## config.mk

```make
export PLATFORM = sky130hd
export DESIGN_NAME = dxt_block_reorient
export DESIGN_NICKNAME = d
export VERILOG_FILES = /design/src/hdl/dbr_pkg.sv /design/src/hdl/dxt_block_reorient.sv
export SDC_FILE = /design/constraint.sdc
export NUM_CORES = 2
export LEC_CHECK = 0
export ABC_AREA = 1
export BUFFER_PORTS_ARGS = -buffer_cell sky130_fd_sc_hd__buf_2
export CAP_MARGIN = 15
export CELL_PAD_IN_SITES_DETAIL_PLACEMENT = 0
export CELL_PAD_IN_SITES_GLOBAL_PLACEMENT = 1
export CORE_UTILIZATION = 38
export DETAILED_ROUTE_END_ITERATION = 7
export PLACE_DENSITY_LB_ADDON = 0.1
export REMOVE_ABC_BUFFERS = 1
export SETUP_SLACK_MARGIN = 0.05
export SLEW_MARGIN = 20
export SYNTH_ARGS = -nofsm -noshare
export SYNTH_HDL_FRONTEND = slang
export SYNTH_SLANG_ARGS = --single-unit
```

## constraint.sdc

```tcl
create_clock -name clk -period 9.15 [get_ports clk]
set_clock_uncertainty 0.2 [all_clocks]
set_input_delay 0.915 -clock clk [delete_from_list [all_inputs] [get_ports clk]]
set_output_delay 0.915 -clock clk [all_outputs]
set_load 0.02 [all_outputs]
```

## src/hdl/dbr_pkg.sv

```systemverilog
// Shared types and constants for the compressed block reorientation unit.
package dbr_pkg;

    // Largest level edge in texels; level sizes saturate to [1, MAX_LEVEL_DIM].
    localparam int MAX_LEVEL_DIM = 4096;

    // Widths of the level dimension, block count and block coordinate.
    localparam int DIM_W   = 13;
    localparam int BLKS_W  = 11;
    localparam int COORD_W = 10;
    localparam int DEST_W  = 20;

    // Configuration port.
    localparam int CFG_INDEX_W = 3;
    localparam int CFG_DATA_W  = 13;

    localparam logic [CFG_INDEX_W-1:0] REG_BLOCK_FORMAT    = 3'd0;
    localparam logic [CFG_INDEX_W-1:0] REG_MIRROR_X        = 3'd1;
    localparam logic [CFG_INDEX_W-1:0] REG_MIRROR_Y        = 3'd2;
    localparam logic [CFG_INDEX_W-1:0] REG_TRANSPOSE       = 3'd3;
    localparam logic [CFG_INDEX_W-1:0] REG_NORMAL_MAP_MODE = 3'd4;
    localparam logic [CFG_INDEX_W-1:0] REG_LEVEL_WIDTH     = 3'd5;
    localparam logic [CFG_INDEX_W-1:0] REG_LEVEL_HEIGHT    = 3'd6;

    // Block format codes.
    localparam logic [1:0] FMT_DXT1_RGB  = 2'd0;
    localparam logic [1:0] FMT_DXT1_RGBA = 2'd1;
    localparam logic [1:0] FMT_DXT3      = 2'd2;
    localparam logic [1:0] FMT_DXT5      = 2'd3;

    // Reciprocal of 63 scaled by 2^20, rounded up, for the green-to-red rescale.
    localparam logic [14:0] RECIP_63    = 15'd16645;
    localparam int          RECIP_SHIFT = 20;

    typedef struct packed {
        logic [63:0]        block_low;
        logic [63:0]        block_high;
        logic [COORD_W-1:0] block_col;
        logic [COORD_W-1:0] block_row;
    } blk_item_t;

    typedef struct packed {
        logic [63:0]       out_low;
        logic [63:0]       out_high;
        logic [DEST_W-1:0] dest_index;
    } res_item_t;

endpackage

```

## src/hdl/dxt_block_reorient.sv

```systemverilog
// Top level of the S3TC block reorientation unit: one registered pass per block.
//
// This unit takes one compressed 4x4 DXT1, DXT3 or DXT5 block per item together
// with its block column and row, and returns the block mirrored in X and/or Y
// and/or transposed, with its row-major index in the destination level. It
// accepts one item in every clock cycle unless the input and result registers
// both hold items and the result is not being taken. An input register holds
// the item, all per-texel index moves, endpoint adjustment and the destination
// index product are done in the logic behind it, and a result register holds
// the outcome. The result register lets a new item enter while an earlier
// result still waits to be taken. Configuration registers are written through
// a simple write port and must only change while no item is in flight; values
// derived from them (block counts, covered texel counts and the texel slot
// map) settle in the cycle after a write.
module dxt_block_reorient
    import dbr_pkg::*;
(
    input  logic                   clk,
    input  logic                   rst_n,

    input  logic                   cfg_wr_en,
    input  logic [CFG_INDEX_W-1:0] cfg_index,
    input  logic [CFG_DATA_W-1:0]  cfg_data,

    input  logic                   blk_valid,
    output logic                   blk_ready,
    input  blk_item_t              blk_item,

    output logic                   res_valid,
    input  logic                   res_ready,
    output res_item_t              res_item
);

    // ------------------------------------------------------------------
    // Configuration registers.
    // ------------------------------------------------------------------
    logic [1:0]       block_format_reg;
    logic             mirror_x_reg;
    logic             mirror_y_reg;
    logic             transpose_reg;
    logic             normal_map_mode_reg;
    logic [DIM_W-1:0] level_width_reg;
    logic [DIM_W-1:0] level_height_reg;

    always_ff @(posedge clk or negedge rst_n)
    begin
        if (!rst_n)
        begin
            block_format_reg    <= FMT_DXT1_RGB;
            mirror_x_reg        <= 1'b0;
            mirror_y_reg        <= 1'b0;
            transpose_reg       <= 1'b0;
            normal_map_mode_reg <= 1'b0;
            level_width_reg     <= DIM_W'(4);
            level_height_reg    <= DIM_W'(4);
        end
        else if (cfg_wr_en)
        begin
            case (cfg_index)
                REG_BLOCK_FORMAT:    block_format_reg    <= cfg_data[1:0];
                REG_MIRROR_X:        mirror_x_reg        <= cfg_data[0];
                REG_MIRROR_Y:        mirror_y_reg        <= cfg_data[0];
                REG_TRANSPOSE:       transpose_reg       <= cfg_data[0];
                REG_NORMAL_MAP_MODE: normal_map_mode_reg <= cfg_data[0];
                REG_LEVEL_WIDTH:     level_width_reg     <= cfg_data[DIM_W-1:0];
                REG_LEVEL_HEIGHT:    level_height_reg    <= cfg_data[DIM_W-1:0];
                default:             ;
            endcase
        end
    end

    // ------------------------------------------------------------------
    // Values derived from the configuration. They are registered so that
    // the per-item path starts from settled block counts and slot maps.
    // ------------------------------------------------------------------
    logic [BLKS_W-1:0]  blks_w_reg, blks_w_next;
    logic [BLKS_W-1:0]  blks_h_reg, blks_h_next;
    logic [COORD_W-1:0] last_col_reg, last_col_next;
    logic [COORD_W-1:0] last_row_reg, last_row_next;
    logic [15:0][3:0]   slot_src_reg, slot_src_next;
    logic [15:0]        slot_ok_reg, slot_ok_next;

    always_comb
    begin
        logic [DIM_W-1:0] w_sat;
        logic [DIM_W-1:0] h_sat;
        logic [DIM_W-1:0] w_up;
        logic [DIM_W-1:0] h_up;
        logic [2:0]       wc;
        logic [2:0]       hc;
        logic [1:0]       hi_part;
        logic [1:0]       lo_part;
        logic [1:0]       dx;
        logic [1:0]       dy;
        logic [1:0]       sx;
        logic [1:0]       sy;

        // Saturate the level size to the supported range.
        if (level_width_reg == '0)
            w_sat = DIM_W'(1);
        else if (level_width_reg > DIM_W'(MAX_LEVEL_DIM))
            w_sat = DIM_W'(MAX_LEVEL_DIM);
        else
            w_sat = level_width_reg;

        if (level_height_reg == '0)
            h_sat = DIM_W'(1);
        else if (level_height_reg > DIM_W'(MAX_LEVEL_DIM))
            h_sat = DIM_W'(MAX_LEVEL_DIM);
        else
            h_sat = level_height_reg;

        w_up        = w_sat + DIM_W'(3);
        h_up        = h_sat + DIM_W'(3);
        blks_w_next = w_up[DIM_W-1:2];
        blks_h_next = h_up[DIM_W-1:2];
        last_col_next = COORD_W'(blks_w_next - BLKS_W'(1));
        last_row_next = COORD_W'(blks_h_next - BLKS_W'(1));

        // Texels covered inside one block for levels narrower than a block.
        wc = (w_sat < DIM_W'(4)) ? w_sat[2:0] : 3'd4;
        hc = (h_sat < DIM_W'(4)) ? h_sat[2:0] : 3'd4;

        // For every destination slot, find the source slot that lands there.
        // Mirroring is undone in source axes after the transpose is undone.
        for (int p = 0; p < 16; p++)
        begin
            hi_part = 2'(p >> 2);
            lo_part = 2'(p);
            dx = transpose_reg ? hi_part : lo_part;
            dy = transpose_reg ? lo_part : hi_part;
            sx = mirror_x_reg ? 2'(wc - 3'd1 - {1'b0, dx}) : dx;
            sy = mirror_y_reg ? 2'(hc - 3'd1 - {1'b0, dy}) : dy;
            slot_ok_next[p]  = ({1'b0, dx} < wc) && ({1'b0, dy} < hc);
            slot_src_next[p] = {sy, sx};
        end
    end

    always_ff @(posedge clk or negedge rst_n)
    begin
        if (!rst_n)
        begin
            blks_w_reg   <= BLKS_W'(1);
            blks_h_reg   <= BLKS_W'(1);
            last_col_reg <= '0;
            last_row_reg <= '0;
            slot_src_reg <= '0;
            slot_ok_reg  <= '0;
        end
        else
        begin
            blks_w_reg   <= blks_w_next;
            blks_h_reg   <= blks_h_next;
            last_col_reg <= last_col_next;
            last_row_reg <= last_row_next;
            slot_src_reg <= slot_src_next;
            slot_ok_reg  <= slot_ok_next;
        end
    end

    // ------------------------------------------------------------------
    // Index moves. Each destination slot selects its source slot, or zero
    // when no covered texel reaches it.
    // ------------------------------------------------------------------
    function automatic logic [31:0] move_2bit(input logic [31:0] idx,
                                              input logic [15:0][3:0] src,
                                              input logic [15:0] ok);
        logic [31:0] res;
        res = '0;
        for (int p = 0; p < 16; p++)
        begin
            res[p*2 +: 2] = ok[p] ? idx[{src[p], 1'b0} +: 2] : 2'b00;
        end
        return res;
    endfunction

    function automatic logic [47:0] move_3bit(input logic [47:0] idx,
                                              input logic [15:0][3:0] src,
                                              input logic [15:0] ok);
        logic [47:0] res;
        res = '0;
        for (int p = 0; p < 16; p++)
        begin
            res[p*3 +: 3] = ok[p] ? idx[6'(src[p]) * 6'd3 +: 3] : 3'b000;
        end
        return res;
    endfunction

    function automatic logic [63:0] move_4bit(input logic [63:0] idx,
                                              input logic [15:0][3:0] src,
                                              input logic [15:0] ok);
        logic [63:0] res;
        res = '0;
        for (int p = 0; p < 16; p++)
        begin
            res[p*4 +: 4] = ok[p] ? idx[{src[p], 2'b00} +: 4] : 4'b0000;
        end
        return res;
    endfunction

    // Normal-map endpoint adjustment of one RGB565 value. Negating a field
    // against its full scale is its bitwise complement. The transpose swaps
    // red and green, rescaling with truncation: 5 to 6 bits is r*2 plus one
    // at full scale, 6 to 5 bits is g*31/63 by a scaled reciprocal.
    function automatic logic [15:0] adjust_normal(input logic [15:0] c,
                                                  input logic mx,
                                                  input logic my,
                                                  input logic tr);
        logic [4:0]  r;
        logic [5:0]  g;
        logic [10:0] g31;
        logic [25:0] scaled;
        logic [4:0]  r_new;
        logic [5:0]  g_new;
        r = mx ? ~c[15:11] : c[15:11];
        g = my ? ~c[10:5] : c[10:5];
        g31    = 11'(g) * 11'd31;
        scaled = 26'(g31) * 26'(RECIP_63);
        r_new  = scaled[RECIP_SHIFT +: 5];
        g_new  = {r, 1'b0} | {5'b00000, (r == 5'd31)};
        if (tr)
            return {r_new, g_new, c[4:0]};
        else
            return {r, g, c[4:0]};
    endfunction

    function automatic logic [63:0] colour_part(input logic [63:0] c,
                                                input logic nm,
                                                input logic mx,
                                                input logic my,
                                                input logic tr,
                                                input logic [15:0][3:0] src,
                                                input logic [15:0] ok);
        logic [15:0] e0;
        logic [15:0] e1;
        logic [15:0] n0;
        logic [15:0] n1;
        e0 = c[15:0];
        e1 = c[31:16];
        n0 = adjust_normal(e0, mx, my, tr);
        n1 = adjust_normal(e1, mx, my, tr);
        if (nm)
        begin
            // Keep three-colour blocks in three-colour mode.
            if ((e0 <= e1) && (n0 > n1))
            begin
                e0 = n1;
                e1 = n0;
            end
            else
            begin
                e0 = n0;
                e1 = n1;
            end
        end
        return {move_2bit(c[63:32], src, ok), e1, e0};
    endfunction

    // ------------------------------------------------------------------
    // Pipeline: input register, then the reorientation logic, then the
    // result register. The input register advances whenever it is empty, or
    // the result register is empty or its item is being taken.
    // ------------------------------------------------------------------
    logic      in_valid_reg;
    blk_item_t in_item_reg;
    logic      out_valid_reg;
    res_item_t out_item_reg;
    res_item_t out_item_next;
    logic      out_load;

    assign out_load  = in_valid_reg && (!out_valid_reg || res_ready);
    assign blk_ready = !in_valid_reg || out_load;

    always_ff @(posedge clk or negedge rst_n)
    begin
        if (!rst_n)
        begin
            in_valid_reg  <= 1'b0;
            out_valid_reg <= 1'b0;
        end
        else
        begin
            if (blk_ready)
            begin
                in_valid_reg <= blk_valid;
            end
            if (out_load)
            begin
                out_valid_reg <= 1'b1;
            end
            else if (res_ready)
            begin
                out_valid_reg <= 1'b0;
            end
        end
    end

    always_ff @(posedge clk)
    begin
        if (blk_ready && blk_valid)
        begin
            in_item_reg <= blk_item;
        end
        if (out_load)
        begin
            out_item_reg <= out_item_next;
        end
    end

    // Reorientation of the item held in the input register.
    always_comb
    begin
        logic [COORD_W-1:0]  col;
        logic [COORD_W-1:0]  row;
        logic [COORD_W-1:0]  dc;
        logic [COORD_W-1:0]  dr;
        logic [COORD_W-1:0]  mul_a;
        logic [BLKS_W-1:0]   mul_b;
        logic [COORD_W-1:0]  addend;
        logic [DEST_W-1:0]   dest_full;

        // Block position, saturated to the level and then mirrored.
        col = (in_item_reg.block_col > last_col_reg) ? last_col_reg : in_item_reg.block_col;
        row = (in_item_reg.block_row > last_row_reg) ? last_row_reg : in_item_reg.block_row;
        dc  = mirror_x_reg ? (last_col_reg - col) : col;
        dr  = mirror_y_reg ? (last_row_reg - row) : row;

        // The destination is blks_h wide when transposed, else blks_w wide.
        // The largest index, 1023 * 1024 + 1023, fits the 20-bit field.
        mul_a  = transpose_reg ? dc : dr;
        mul_b  = transpose_reg ? blks_h_reg : blks_w_reg;
        addend = transpose_reg ? dr : dc;
        dest_full = DEST_W'(mul_a) * DEST_W'(mul_b) + DEST_W'(addend);

        out_item_next.dest_index = dest_full;

        case (block_format_reg)
            FMT_DXT3:
            begin
                out_item_next.out_low  = move_4bit(in_item_reg.block_low,
                                                   slot_src_reg, slot_ok_reg);
                out_item_next.out_high = colour_part(in_item_reg.block_high,
                                                     normal_map_mode_reg, mirror_x_reg,
                                                     mirror_y_reg, transpose_reg,
                                                     slot_src_reg, slot_ok_reg);
            end
            FMT_DXT5:
            begin
                // Alpha endpoints stay put; only the 3-bit indices move.
                out_item_next.out_low  = {move_3bit(in_item_reg.block_low[63:16],
                                                    slot_src_reg, slot_ok_reg),
                                          in_item_reg.block_low[15:0]};
                out_item_next.out_high = colour_part(in_item_reg.block_high,
                                                     normal_map_mode_reg, mirror_x_reg,
                                                     mirror_y_reg, transpose_reg,
                                                     slot_src_reg, slot_ok_reg);
            end
            default:
            begin
                // Both DXT1 variants: eight-byte blocks, upper half zero.
                out_item_next.out_low  = colour_part(in_item_reg.block_low,
                                                     normal_map_mode_reg, mirror_x_reg,
                                                     mirror_y_reg, transpose_reg,
                                                     slot_src_reg, slot_ok_reg);
                out_item_next.out_high = '0;
            end
        endcase
    end

    assign res_valid = out_valid_reg;
    assign res_item  = out_item_reg;

endmodule
```

* Word level (Yosys, flattened, before mapping) *
Cells that the tools add are included.
Widths: inputs -> output; s select.

storage, ports and cells
  register bits = 452
  latch bits = 0
  bits in writable memories = 0
  bits in read-only memories = 0
  input bits = 169
  output and inout port bits = 150
  logic and storage cells = 423
  memories kept = 0

cells by class
  add/subtract/negate cells = 39
  $mul = 25
  div/mod/pow operators = 0
  $lt $le $gt $ge = 43
  eq/ne operators = 12
  shift operators = 64
  multiplexer cells = 154
  bitwise operators = 12
  reductions and logical operators = 37

operators with widths
  operator                number
  $shiftx 32x6->2         32
  $shiftx 64x7->4         16
  $shiftx 48x7->3         16
  $mux 16                 22
  $pmux 128 s2            1
  $mux 2                  72
  $mul 11x15->25 const B  4
  $mul 4x2->6 const B     16
  $mux 4                  16
  $lt 2x3->1              20
  $mux 10                 6
  $mux 3                  18
  $mux 13                 4
  $gt 16x16->1            3
  $mul 6x5->11 const B    4
  $sub 2x2->2             22
  $le 16x16->1            2
  $add 13x2->13 const B   2
  $gt 13x13->1 const B    2
  $logic_not 13->1        2
  $lt 13x3->1 const B     2
  $mux 6                  4
  $not 6->6               4
  $or 6x1->6              4
  27 further kinds        92

* Depth between registers and ports, before layout *
  word-level depth = 11
  gate-level depth with buffers = 54
  gate-level depth less buffers = 51

* Worst setup path after synthesis *
No wires, ideal clock.

  path kind = input -> register
  from = in res_ready
  to = reg out_item_reg (netlist bit res_item[0]), enable pin
  setup time = 0.705 ns
  arrival time = 8.067 ns
  data required time = 8.245 ns
  setup slack = 0.179 ns
  stages = 2
  buffers on the path = 0
  cells stage by stage = inv_1 a21oi_1

between the ends
  longest elaborated chain between the ends = 2

RTL lines
  element                 RTL line                   source
  start: declaration      dxt_block_reorient.sv:30   input logic res_ready,
  $logic_or 1x1->1        dxt_block_reorient.sv:271  assign out_load = in_valid_reg && (!out_valid_reg || res_ready);
  $logic_and 1x1->1       dxt_block_reorient.sv:271
  named net out_load      dxt_block_reorient.sv:269  logic out_load;
  end signal: assignment  dxt_block_reorient.sv:306  out_item_reg <= out_item_next;
  end: declaration        dxt_block_reorient.sv:267  res_item_t out_item_reg;

The timed path passes the listed nets, and every way through them passes these cells.
A chain may end at the register's enable or synchronous reset.

==> reports/results.txt <==
max capacitance violation total -> 0
Post-synth top flop -> sky130_fd_sc_hd__edfxtp_1
flop2flop setup slack -> 0.48 ns
final number of setup-violating endpoints -> 0
number of buffers added to fix hold violations after cts -> 0
clock tree from TritonCTS -> yes
number of pins with negative max-slew slack in the final report -> 0
library cell occupying the most area in the post-synthesis netlist -> sky130_fd_sc_hd__edfxtp_1
synthesized-area fraction occupied by ao, oa, aoi and oai cells -> 0.205
global-route wire length before repair -> 311 mm
worst reg-to-reg path cell count -> 45
Horiz. Die Dim -> 358 µm
unrepaired setup endpoints after global routing -> no
crit path max-delay cell type -> sky130_fd_sc_hd__fa_1
share of the core filled with cells -> 0.426
Critical Path RT -> 9.34 ns
number of filler instances in the final layout -> 13339
antenna viol nets, final -> 0
origin of the critical flop-to-flop path -> mirror_y_reg$_DFFE_PN0P_
drt wl/cell -> 24.7 µm
shortest clock period the worst path allows after layout -> 8.67 ns
run status -> finished, final reports clean
HPWL after detailed placement -> 158 mm
synthesized-area fraction occupied by adder cells -> 0.167
achievable clock frequency -> 115 MHz
number of core rows -> 130
number of enable flip-flop cells after synthesis -> 296
top-area cell type share of the netlist area -> 0.184
Placeable Area -> 126000 µm²
routability-driven placement congestion ratio -> 0.994
combined area of all synthesized cells -> 48300 µm²
Hold Path Class -> in2async
drt first-iter violations -> 5703
sequential fraction of the synthesis area -> 0.253
Syn-to-layout area delta -> 11.2%
most instantiated library cell after synthesis -> sky130_fd_sc_hd__nand2_1
NumNets Final -> 7710
delay of the slowest cell on the worst path -> 0.55 ns
count of placed standard cells including taps -> 8544
CTS HTree Levels -> 2
critical path endpoint category -> register
Tcrit/Tclk final -> 0.947
clk sink count -> 428
Place WS -> -0.265 ns
data arrival time of the critical path -> 8.85 ns
number of synthesis warnings -> 0
transition time at the pin with the least slew margin -> 1.18 ns
clock tree root buffer cell -> sky130_fd_sc_hd__clkbuf_16
iteration count of the initial detailed-routing pass -> 8
number of storage elements in the synthesis netlist -> 428
post-layout worst setup margin -> 0.483 ns
synthesized area divided by synthesized cell count -> 7.06 µm²
Relative slew margins -> 0.212
destination of the worst register-to-register timing path -> res_item[86]$_DFFE_PP_
number of buffers created by CTS -> 53
worst setup path category -> reg2reg
num ports -> 319
die area -> 128000 µm²
parity-gate share of the synthesized area counting xor and xnor cells -> 0.0239
Total Routing Usage GR -> 0.325
drt total wl -> 214 mm
starting utilization of the core area -> 0.384
Unique masters post-synth -> 65
DRC violation count after routing -> 0
area share of and/or/nand/nor cells after synthesis -> 0.249
dominant cells by area after synthesis -> sky130_fd_sc_hd__edfxtp_1 (18%), sky130_fd_sc_hd__nand2_1 (13%), sky130_fd_sc_hd__ha_1 (12%)
dominant combinational cell family by area after synthesis -> simple AND/OR/NAND/NOR gates
multiplexer fraction of the synthesized cell area -> 0.0126
pin count of the biggest net entering global routing -> 94
worst-path maximum fanout -> 11
initial antenna violation count -> 15
commonest cells in the netlist -> sky130_fd_sc_hd__nand2_1 (1709), sky130_fd_sc_hd__inv_1 (704), sky130_fd_sc_hd__o21ai_0 (563)
clock insertion delay at the later pin of the skew report -> 0.67 ns
Bufs on Longest Clock Path -> 3
aggregate global routing overflow -> 0
clock slew seen by the registers of the worst setup and hold paths -> 0.06 ns
number of vias per cell -> 5.78
number of global-route vias before repair -> 46961
vertical die dimension -> 358 µm
Final Hold Violating Endpoints -> 0
non-filler instance count after layout -> 8665
cell repeated most along the worst path -> sky130_fd_sc_hd__nand2_1
ratio of cells with drive above 1 in the final layout -> 0.101
number of port buffers -> 318
instance count of the mapped netlist -> 6839
count of vias placed by the detailed router -> 50087
startpoint type of the worst setup path -> register
share of async-settable or async-resettable flops after synthesis -> 0.308
## per-stage QoR
stage               setup TNS (ns)  cell area, µm²  hold WS [ns]
floorplan                  -0.0599           46700         0.247
global placement             -2.72           51400         0.295
detailed placement           -3.50           51400         0.305
CTS                              0           53200         0.119
global route                     0           53700         0.154
finish                           0           53700        0.0968
## area by class of cell
| cell class | instances | area [µm²] | share of cell area |
|---|---|---|---|
| Antenna cell | 4 | 10.0 | 0.000186 |
| Clock buffer | 72 | 1480 | 0.0276 |
| Clock inverter | 27 | 319 | 0.00594 |
| Inverter | 733 | 2770 | 0.0515 |
| Multi-Input combinational cell | 5286 | 32100 | 0.597 |
| Sequential cell | 428 | 12200 | 0.228 |
| Tap cell | 1650 | 2060 | 0.0385 |
| Timing Repair Buffer | 465 | 2740 | 0.0511 |
## how the worst max path moves through the flow
stage / startpoint / depth (start not counted) / slack [ns] / endpoint
finish: mirror_y_reg$_DFFE_PN0P_ / 45 / 0.48 / res_item[86]$_DFFE_PP_
global route: mirror_y_reg$_DFFE_PN0P_ / 46 / 0.04 / res_item[104]$_DFFE_PP_
CTS: in_item_reg[89]$_DFFE_PP_ / 46 / 0.08 / res_item[113]$_DFFE_PP_
detailed placement: in_item_reg[89]$_DFFE_PP_ / 45 / -0.27 / res_item[90]$_DFFE_PP_
global placement: in_item_reg[89]$_DFFE_PP_ / 45 / -0.21 / res_item[113]$_DFFE_PP_
floorplan: mirror_y_reg$_DFFE_PN0P_ / 46 / -0.03 / res_item[51]$_DFFE_PP_
## placed cells by master, fill, tap and decap left out, drive strengths merged, types with 11 or more instances in the layout
cell and count:
a211oi 21, a21boi 22, a21oi 471, a311oi 65
a31oi 11, and2 16, buf 465, clkbuf 72
clkinv 29, dfrtp 128, edfxtp 296, fa 119
ha 455, inv 721, mux2i 61, nand2 1727
nand3 558, nand4 60, nor2 435, nor3 28
o2111ai 12, o211ai 314, o21a 22, o21ai 580
o21bai 26, o22ai 12, o311ai 42, o31ai 16
or2 23, xnor2 57, xor2 73
## kinds of logic after synthesis
family	Yosys count
other cells	1
simple gates	2877
buf+inv	1126
flops	428
fa+ha+maj	574
compound gates	1642
mux	61
xor+xnor	130
## routing by layer
layer,up-vias,share of wire,GRT usage
li1,23698,-,-
met1,23542,0.42,0.435
met2,2379,0.44,0.500
met3,456,0.094,0.0647
met4,12,0.053,0.152
met5,-,0.00037,0
## critical path, delay by kind of cell (launching register included)
kind	cells	cell delay [ns]
buf+inv	10	0.96
flops	1	0.53
xor+xnor	1	0.21
fa+ha+maj	10	3.71
compound gates	5	0.94
simple gates	19	1.82
## repair_timing
action                     CTS  global route
gates cloned                 0             1
setup endpoints to repair   26            69
pin swaps                    0             9
setup buffers                1            16
gates resized for setup      3            61
Power is not shown: default switching activity piles up to over one toggle a cycle in this logic, so the estimate is an artifact.
